### config.mk
export PLATFORM = sky130hd
export DESIGN_NAME = debounced_keypad_code_lock
export DESIGN_NICKNAME = d
export VERILOG_FILES = /design/src/dkcl_pkg.sv /design/src/dkcl_key_unit.sv /design/src/dkcl_matcher.sv /design/src/debounced_keypad_code_lock.sv
export SDC_FILE = /design/constraint.sdc
export NUM_CORES = 1
export LEC_CHECK = 0
export BUFFER_PORTS_ARGS = -buffer_cell sky130_fd_sc_hd__buf_2
export CORE_MARGIN = 2
export CORE_UTILIZATION = 40
export CTS_BUF_LIST = sky130_fd_sc_hd__clkbuf_8
export DETAILED_ROUTE_END_ITERATION = 7
export GPL_TIMING_DRIVEN = 0
export MAX_ROUTING_LAYER = met4
export PLACE_DENSITY = 0.68
export SYNTH_ARGS = -nofsm -noshare
export SYNTH_HDL_FRONTEND = slang
export SYNTH_SLANG_ARGS = --single-unit
### constraint.sdc
create_clock -name clk -period 4.9 [get_ports clk]
set_input_delay 1.225 -clock clk [delete_from_list [all_inputs] [get_ports clk]]
set_output_delay 1.225 -clock clk [all_outputs]
set_load 0.01 [all_outputs]
### src/dkcl_pkg.sv
`default_nettype none

package dkcl_pkg;

	// number of key pins walked per scan tick (1 to 16)
	localparam int NUM_KEYS = 10;
	// width of the pin and mask fields
	localparam int MASK_W = 10;
	localparam int KEY_W = (NUM_KEYS > 1) ? $clog2(NUM_KEYS) : 1;
	// key vector wide enough for both the keys and the mask fields
	localparam int KEY_VEC_W = (NUM_KEYS > MASK_W) ? NUM_KEYS : MASK_W;
	localparam int CODE_LEN = 4;
	localparam int DIGIT_W = 4;
	localparam int POS_W = 3;
	localparam int CFG_IDX_W = 3;
	localparam int CFG_W = 4;

	// configuration register indexes
	localparam logic [CFG_IDX_W-1:0] REG_CODE_0 = 3'd0;
	localparam logic [CFG_IDX_W-1:0] REG_CODE_1 = 3'd1;
	localparam logic [CFG_IDX_W-1:0] REG_CODE_2 = 3'd2;
	localparam logic [CFG_IDX_W-1:0] REG_CODE_3 = 3'd3;
	localparam logic [CFG_IDX_W-1:0] REG_DEBOUNCE_MAX = 3'd4;
	localparam logic [CFG_IDX_W-1:0] REG_PRESS_THRESHOLD = 3'd5;

	localparam logic [CFG_W-1:0] DEBOUNCE_MAX_RST = 4'd10;
	localparam logic [CFG_W-1:0] PRESS_THRESHOLD_RST = 4'd5;

	// input action codes
	localparam logic ACT_SCAN = 1'b0;
	localparam logic ACT_CLEAR = 1'b1;

	typedef struct packed {
		logic action;
		logic [MASK_W-1:0] key_pins_n;
	} in_t;

	typedef struct packed {
		logic [MASK_W-1:0] released_mask;
		logic [MASK_W-1:0] pressed_mask;
		logic [POS_W-1:0] match_count;
		logic unlocked;
		logic newly_unlocked;
	} out_t;

	// result of one integrator update
	typedef struct packed {
		logic [CFG_W-1:0] level;
		logic now_pressed;
		logic released;
	} key_upd_t;

	// code matcher status
	typedef struct packed {
		logic [POS_W-1:0] position;
		logic correct;
		logic completed;
	} match_stat_t;

	typedef enum logic [1:0] {
		ST_IDLE,
		ST_WALK,
		ST_FINISH
	} state_t;

endpackage

`default_nettype wire

### src/dkcl_key_unit.sv
`default_nettype none

// shared integrator update, used for one key per cycle
module dkcl_key_unit (
	input  wire logic [dkcl_pkg::CFG_W-1:0] level,
	input  wire logic held,
	input  wire logic was_pressed,
	input  wire logic [dkcl_pkg::CFG_W-1:0] debounce_max,
	input  wire logic [dkcl_pkg::CFG_W-1:0] press_threshold,
	output dkcl_pkg::key_upd_t upd
);

	logic [dkcl_pkg::CFG_W:0] inc;
	logic [dkcl_pkg::CFG_W-1:0] next_level;

	always_comb begin
		inc = {1'b0, level} + {{dkcl_pkg::CFG_W{1'b0}}, 1'b1};
		if (held) begin
			if (inc >= {1'b0, debounce_max}) begin
				next_level = debounce_max;
			end else begin
				next_level = inc[dkcl_pkg::CFG_W-1:0];
			end
		end else if (level == '0) begin
			next_level = '0;
		end else begin
			next_level = level - {{(dkcl_pkg::CFG_W-1){1'b0}}, 1'b1};
		end
		upd.level = next_level;
		upd.now_pressed = (next_level >= press_threshold);
		upd.released = was_pressed & ~upd.now_pressed;
	end

endmodule

`default_nettype wire

### src/dkcl_matcher.sv
`default_nettype none

// four-digit code matcher, fed one released key at a time
module dkcl_matcher (
	input  wire logic clk,
	input  wire logic arst_n,
	input  wire logic clear,
	input  wire logic push,
	input  wire logic [dkcl_pkg::DIGIT_W-1:0] digit,
	input  wire logic [dkcl_pkg::CODE_LEN-1:0][dkcl_pkg::DIGIT_W-1:0] code,
	output dkcl_pkg::match_stat_t stat
);

	logic [dkcl_pkg::POS_W-1:0] position_q;
	logic correct_q;
	logic [dkcl_pkg::POS_W-1:0] position_d;
	logic correct_d;
	logic completed;

	always_comb begin
		position_d = position_q;
		correct_d = correct_q;
		completed = 1'b0;
		if (clear) begin
			position_d = '0;
			correct_d = 1'b0;
		end else if (push && !correct_q) begin
			// a wrong digit restarts the match and is not retried as a first digit
			if (digit == code[position_q[1:0]]) begin
				position_d = position_q + {{(dkcl_pkg::POS_W-1){1'b0}}, 1'b1};
			end else begin
				position_d = '0;
			end
			if (position_d >= dkcl_pkg::POS_W'(dkcl_pkg::CODE_LEN)) begin
				position_d = dkcl_pkg::POS_W'(dkcl_pkg::CODE_LEN);
				correct_d = 1'b1;
				completed = 1'b1;
			end
		end
	end

	always_ff @(posedge clk or negedge arst_n) begin
		if (!arst_n) begin
			position_q <= '0;
			correct_q <= 1'b0;
		end else begin
			position_q <= position_d;
			correct_q <= correct_d;
		end
	end

	assign stat.position = position_q;
	assign stat.correct = correct_q;
	assign stat.completed = completed;

endmodule

`default_nettype wire

### src/debounced_keypad_code_lock.sv
`default_nettype none

// debounced keypad code lock
//
// input channel (in_valid / in_stall / in_data): one transaction per scan tick
// carries the active-low pin levels of the keys, or a clear request that
// resets code progress and relocks. output channel (out_valid / out_stall /
// out_data): exactly one result transaction per input transaction, in order.
// a scan tick walks the keys one per cycle through a single shared integrator
// unit, feeding each release straight into the code matcher; a tick passes
// from acceptance through the walk state and the finish state into the
// output register, while a clear goes straight to the finish state. the block
// takes a new transaction only once the last one has left the finish state.
// the finished result sits in an output register; the block goes back to
// accepting once that register has been loaded, so a stalled receiver only
// holds up the transaction after next. while out_valid and out_stall are
// both high the result register and out_valid hold.
// the configuration port (cfg_we, cfg_index, cfg_data) writes a register;
// it is to be written only while the block is idle, which the block itself does not enforce.
// reset clears integrators, pressed states and match progress, and puts the
// code digits to 0, debounce ceiling to 10 and press threshold to 5.
module debounced_keypad_code_lock (
	input  wire logic clk,
	input  wire logic arst_n,
	input  wire logic in_valid,
	output logic in_stall,
	input  wire dkcl_pkg::in_t in_data,
	output logic out_valid,
	input  wire logic out_stall,
	output dkcl_pkg::out_t out_data,
	input  wire logic cfg_we,
	input  wire logic [dkcl_pkg::CFG_IDX_W-1:0] cfg_index,
	input  wire logic [dkcl_pkg::CFG_W-1:0] cfg_data
);

	// configuration registers
	logic [dkcl_pkg::CODE_LEN-1:0][dkcl_pkg::DIGIT_W-1:0] code_q;
	logic [dkcl_pkg::CFG_W-1:0] debounce_max_q;
	logic [dkcl_pkg::CFG_W-1:0] press_threshold_q;

	// key state
	logic [dkcl_pkg::CFG_W-1:0] integ_q [dkcl_pkg::NUM_KEYS];
	logic [dkcl_pkg::KEY_VEC_W-1:0] pressed_q;

	// per-transaction working registers
	logic [dkcl_pkg::KEY_VEC_W-1:0] pins_n_q;
	logic [dkcl_pkg::KEY_VEC_W-1:0] released_q;
	logic [dkcl_pkg::KEY_W-1:0] key_idx_q;
	logic newly_q;

	// sequencer
	dkcl_pkg::state_t state_q;
	dkcl_pkg::state_t state_d;
	logic accept;
	logic walk_en;
	logic load_out;

	// output register
	logic out_valid_q;
	dkcl_pkg::out_t out_q;

	dkcl_pkg::key_upd_t upd;
	dkcl_pkg::match_stat_t mstat;
	logic last_key;

	assign accept = in_valid && !in_stall;
	assign last_key = (key_idx_q == dkcl_pkg::KEY_W'(dkcl_pkg::NUM_KEYS - 1));

	// next state
	always_comb begin
		state_d = state_q;
		case (state_q)
			dkcl_pkg::ST_IDLE: begin
				if (accept) begin
					if (in_data.action == dkcl_pkg::ACT_CLEAR) begin
						state_d = dkcl_pkg::ST_FINISH;
					end else begin
						state_d = dkcl_pkg::ST_WALK;
					end
				end
			end
			dkcl_pkg::ST_WALK: begin
				if (last_key) begin
					state_d = dkcl_pkg::ST_FINISH;
				end
			end
			dkcl_pkg::ST_FINISH: begin
				if (load_out) begin
					state_d = dkcl_pkg::ST_IDLE;
				end
			end
			default: begin
				state_d = dkcl_pkg::ST_IDLE;
			end
		endcase
	end

	// sequencer outputs
	always_comb begin
		in_stall = 1'b1;
		walk_en = 1'b0;
		load_out = 1'b0;
		case (state_q)
			dkcl_pkg::ST_IDLE: begin
				in_stall = 1'b0;
			end
			dkcl_pkg::ST_WALK: begin
				walk_en = 1'b1;
			end
			dkcl_pkg::ST_FINISH: begin
				// the result register must be free or emptying this cycle
				load_out = !out_valid_q || !out_stall;
			end
			default: begin
				in_stall = 1'b1;
			end
		endcase
	end

	always_ff @(posedge clk or negedge arst_n) begin
		if (!arst_n) begin
			state_q <= dkcl_pkg::ST_IDLE;
		end else begin
			state_q <= state_d;
		end
	end

	// configuration writes
	always_ff @(posedge clk or negedge arst_n) begin
		if (!arst_n) begin
			code_q <= '0;
			debounce_max_q <= dkcl_pkg::DEBOUNCE_MAX_RST;
			press_threshold_q <= dkcl_pkg::PRESS_THRESHOLD_RST;
		end else if (cfg_we) begin
			case (cfg_index)
				dkcl_pkg::REG_CODE_0: code_q[0] <= cfg_data;
				dkcl_pkg::REG_CODE_1: code_q[1] <= cfg_data;
				dkcl_pkg::REG_CODE_2: code_q[2] <= cfg_data;
				dkcl_pkg::REG_CODE_3: code_q[3] <= cfg_data;
				dkcl_pkg::REG_DEBOUNCE_MAX: debounce_max_q <= cfg_data;
				dkcl_pkg::REG_PRESS_THRESHOLD: press_threshold_q <= cfg_data;
				default: begin
				end
			endcase
		end
	end

	// shared integrator unit, one key per cycle; keys beyond the pin field read as held
	dkcl_key_unit u_key_unit (
		.level          (integ_q[key_idx_q]),
		.held           (~pins_n_q[key_idx_q]),
		.was_pressed    (pressed_q[key_idx_q]),
		.debounce_max   (debounce_max_q),
		.press_threshold(press_threshold_q),
		.upd            (upd)
	);

	// releases go into the matcher in ascending key order as the walk passes them
	dkcl_matcher u_matcher (
		.clk   (clk),
		.arst_n(arst_n),
		.clear (accept && (in_data.action == dkcl_pkg::ACT_CLEAR)),
		.push  (walk_en && upd.released),
		.digit (dkcl_pkg::DIGIT_W'(key_idx_q)),
		.code  (code_q),
		.stat  (mstat)
	);

	// key state
	always_ff @(posedge clk or negedge arst_n) begin
		if (!arst_n) begin
			for (int k = 0; k < dkcl_pkg::NUM_KEYS; k++) begin
				integ_q[k] <= '0;
			end
			pressed_q <= '0;
		end else if (walk_en) begin
			integ_q[key_idx_q] <= upd.level;
			pressed_q[key_idx_q] <= upd.now_pressed;
		end
	end

	// walk control and per-transaction accumulators
	always_ff @(posedge clk or negedge arst_n) begin
		if (!arst_n) begin
			key_idx_q <= '0;
			released_q <= '0;
			newly_q <= 1'b0;
		end else if (accept) begin
			key_idx_q <= '0;
			released_q <= '0;
			newly_q <= 1'b0;
		end else if (walk_en) begin
			if (!last_key) begin
				key_idx_q <= key_idx_q + {{(dkcl_pkg::KEY_W-1){1'b0}}, 1'b1};
			end
			released_q[key_idx_q] <= upd.released;
			if (mstat.completed) begin
				newly_q <= 1'b1;
			end
		end
	end

	// pin levels held for the walk; bits above the pin field stay low
	always_ff @(posedge clk) begin
		if (accept) begin
			pins_n_q <= dkcl_pkg::KEY_VEC_W'(in_data.key_pins_n);
		end
	end

	// output register
	always_ff @(posedge clk or negedge arst_n) begin
		if (!arst_n) begin
			out_valid_q <= 1'b0;
		end else if (load_out) begin
			out_valid_q <= 1'b1;
		end else if (!out_stall) begin
			out_valid_q <= 1'b0;
		end
	end

	always_ff @(posedge clk) begin
		if (load_out) begin
			out_q.released_mask <= released_q[dkcl_pkg::MASK_W-1:0];
			out_q.pressed_mask <= pressed_q[dkcl_pkg::MASK_W-1:0];
			out_q.match_count <= mstat.position;
			out_q.unlocked <= mstat.correct;
			out_q.newly_unlocked <= newly_q;
		end
	end

	assign out_valid = out_valid_q;
	assign out_data = out_q;

endmodule

`default_nettype wire
==> metrics <==
cell taking the most area after synthesis=sky130_fd_sc_hd__dfrtp_1; DIE HEIGHT=126 um; final setup violating endpoints=0; fraction of registers with async set/reset=0.733; worst slew slack as a fraction of its limit=0.252; EDFF count, synth=35; Max IR drop VDD=between 0.2 and 0.3 mV; final WL=13.0 mm; transition time at the pin with the least slew margin=1.11 ns; number of cells traversed by the worst register-to-register path=22; worst min path class=flip-flop to flip-flop; Post-layout nets=between 600 and 700; worst setup slack after placement=-0.898 ns; Max Slew Vio Count=0; number of buffers on the longest clock path=2; Lkg Pwr=3.12 nW; post-route DRC violation count=0; vias in the first global route=4,056; number of standard cells after synthesis=between 400 and 500; initial standard-cell utilization of the core=0.409; DR iter-0 viols=236; highest clock frequency the design can meet=0.210 GHz; initial antenna violation count=0; final hold slack=0.454 ns; via count of the routed design=4,069; maximum level of the CTS H-tree=4; setup slack, reg-to-reg=0.13 ns; maximum fanout encountered on the critical timing path=6; Worst path depth=22; maximum number of pins on one net before global-route repair=65; fillers=1,293; clock skew=around 0.013 ns; share of Yosys cell area claimed by the top area cell type=0.387; CTS tree=yes; share of synthesized area occupied by flip-flops and latches=0.582; cell types with the largest area share after synthesis=sky130_fd_sc_hd__dfrtp_1 39%, sky130_fd_sc_hd__edfxtp_1 18%, sky130_fd_sc_hd__mux2_2 6.4%; Antenna Diode Count=0; MaxCap Viol Count=0; core occupancy in the finished layout=0.500; required time of the critical path=approximately 5.2 ns; class of the most critical setup path=flip-flop to flip-flop; number of nets in the synthesized netlist=513; gpl congestion=between 0.8 and 0.9; wire length of the first global-routing pass=around 21 mm; post-detail-place hpwl=around 8.8 mm; overall fraction of global-route tracks in use=0.174; overall die width=126 um; IO buf count=49; synth-to-layout area growth=22.2%; instance count along the most critical hold path=0; Routed WL per cell=17.2 um; unrepaired setup endpoints after global routing=true; aggregate global routing overflow=0; Post-DRT Antenna Nets=0; TritonCTS Sinks=131; Tmin final=~4.8 ns; most frequent cell after synthesis=sky130_fd_sc_hd__dfrtp_1; cell type with the highest occurrence count on the critical path=sky130_fd_sc_hd__a21o_1; cell breakdown of the critical path=buf_6, buf_12, mux4_2, a211o_4, and2_4, nand2_4, xnor2_2, ha_1, a21oi_2, o21ai_4, a31oi_4, nor2_2, mux2_4, inv_4, ha_4, nand2b_4, a21o_1, a21o_1, a211oi_4, nor3b_4, nand3b_1, o21ai_1; cell types with the highest counts after synthesis=92 x sky130_fd_sc_hd__dfrtp_1, 66 x sky130_fd_sc_hd__nand2_1, 36 x sky130_fd_sc_hd__o21ai_0; status=finished, final reports clean; number of buffers created by CTS=17; via count normalized by instance count=5.36; core area=14,500 sq um; worst path buffer plus inverter count=3; endpoint type of the worst setup path=flip-flop; clock insertion delay at the later pin of the skew report=about 0.45 ns; fraction of final layout cells with drive strength greater than 1=0.344; CTS root buf=sky130_fd_sc_hd__clkbuf_8; average instance area after synthesis=between 10 and 15 sq um; power per unit of standard cell area=roughly 660 nW/um^2; most instantiated flip-flop cell in the synthesis netlist=sky130_fd_sc_hd__dfrtp_1; worst stage delay on the critical path=0.50 ns; flops & latches, synth=131; number of hold-slack violations in the final timing report=0; clock-pin slew on the worst setup and hold paths=0.07 ns; area of the die=15,800 sq um; Slowest-stage cell, CP=sky130_fd_sc_hd__mux4_2; Setup WS post-layout=0.133 ns; First-pass DRT Iterations=4; Top Ports=50; Rows=44; Synthesis Warnings=0; arrival time reported for the critical path endpoint=5.08 ns; post-route clock period utilization=0.973; Syn Std Cell Area=5940 sq um; cell family contributing the most delay on the critical path=compound AO/OA/AOI/OAI gates; count of cell types in the netlist=55; launching element type of the critical path=flip-flop
## layer usage
layer | GRT usage | vias to the layer above | wire length [um] | part of all wire
li1 | - | 1884 | - | -
met1 | 0.223 | 2060 | 5770 | 0.44
met3 | 0.0438 | 17 | 616 | 0.047
met5 | - | - | 0 | 0
met2 | 0.271 | 108 | 6450 | 0.50
met4 | 0.0633 | 0 | 182 | 0.014
## repair_timing
item,CTS,global route
buffers inserted,6,16
setup endpoints to repair,25,24
hold buffers,0,0
pin swaps,8,16
gates resized for setup,23,35
## layout by cell type (no fill, tap or decap), types with 4 or more instances in the layout
master	synthesis	routed
sky130_fd_sc_hd__clkinv_2	0	4
sky130_fd_sc_hd__dfrtp_1	92	92
sky130_fd_sc_hd__o21ai_0	36	34
sky130_fd_sc_hd__nand3_1	14	13
sky130_fd_sc_hd__dfstp_2	4	4
sky130_fd_sc_hd__o21ai_1	3	4
sky130_fd_sc_hd__inv_1	16	14
sky130_fd_sc_hd__nand2b_1	6	5
sky130_fd_sc_hd__mux2_1	9	9
sky130_fd_sc_hd__a21oi_2	0	4
sky130_fd_sc_hd__clkinvlp_4	0	5
sky130_fd_sc_hd__mux2_2	34	33
sky130_fd_sc_hd__edfxtp_1	35	35
sky130_fd_sc_hd__nor2_1	18	17
sky130_fd_sc_hd__buf_4	0	23
sky130_fd_sc_hd__mux2i_1	16	12
sky130_fd_sc_hd__nor3_1	4	4
sky130_fd_sc_hd__nor2b_1	4	4
sky130_fd_sc_hd__xnor2_1	8	7
sky130_fd_sc_hd__ha_1	16	14
sky130_fd_sc_hd__clkbuf_8	0	18
sky130_fd_sc_hd__buf_2	5	50
sky130_fd_sc_hd__a21oi_1	17	13
sky130_fd_sc_hd__nand2_1	66	64
sky130_fd_sc_hd__buf_6	3	5
sky130_fd_sc_hd__mux4_2	13	13
## per-stage QoR
step | total power, mW | TNS (ns) | instance area, sq um | instances
3_5_place_dp | 3.39 | -18.03 | 6470 | 709
5_1_grt | 5.13 | -0.205 | 7260 | 759
3_3_place_gp | 3.30 | -16.22 | 6420 | 707
2_1_floorplan | 2.87 | 0 | 5950 | 474
4_1_cts | 4.49 | 0 | 6980 | 744
6_report | 4.82 | 0 | 7260 | 759
## final timing paths
check | start | to
worst max register to register | key_idx_q[0]$_DFFE_PN0P_ | u_matcher.position_q[0]$_DFFE_PN0P_
worst min-delay path | newly_q$_DFFE_PN0P_ | out_data[0]$_DFFE_PP_
max in group asynchronous | arst_n | integ_q[3]$_DFFE_PN0P_
worst max-delay path | key_idx_q[0]$_DFFE_PN0P_ | u_matcher.position_q[0]$_DFFE_PN0P_
worst min register to register | newly_q$_DFFE_PN0P_ | out_data[0]$_DFFE_PP_
min in group asynchronous | arst_n | debounce_max_q[2]$_DFFE_PN0P_
## logic make-up (layout without fill, tap and decap cells)
group / Yosys count / count (layout) / synth area share
compound gates: 84 / 84 / 0.0863
xor+xnor: 9 / 9 / 0.0133
fa+ha+maj: 16 / 16 / 0.0337
buf+inv: 34 / 135 / 0.0263
flops: 131 / 131 / 0.582
mux: 72 / 72 / 0.158
simple gates: 128 / 128 / 0.101
## state kept, by name (all words and copies together), names as in the netlist
register              count
out_data                 25
released_q               10
integ_q                  40
debounce_max_q            4
u_matcher.correct_q       1
out_valid                 1
newly_q                   1
code_q                   16
u_matcher.position_q      3
pressed_q                10
state_q                   2
key_idx_q                 4
pins_n_q                 10
press_threshold_q         4
## final cells by class
cell class	count	area, sq um	share of cell area
Timing Repair Buffer	73	459	0.0632
Multi-Input combinational cell	309	2540	0.350
Buffer	14	123	0.0169
Sequential cell	131	3460	0.476
Clock inverter	14	139	0.0191
Tap cell	184	230	0.0317
Inverter	16	62.6	0.00862
Clock buffer	18	248	0.0341
## report_power, final
| part | switching, mW | leakage, nW | internal [mW] | total, mW |
|---|---|---|---|---|
| clock network | 0.425 | 0.184 | 0.459 | 0.884 |
| registers | 0.144 | 1.59 | 1.44 | 1.58 |
| logic | 1.29 | 1.35 | 1.07 | 2.36 |
| total | 1.86 | 3.12 | 2.96 | 4.82 |
Note: power is estimated with default switching activity, not from simulation.
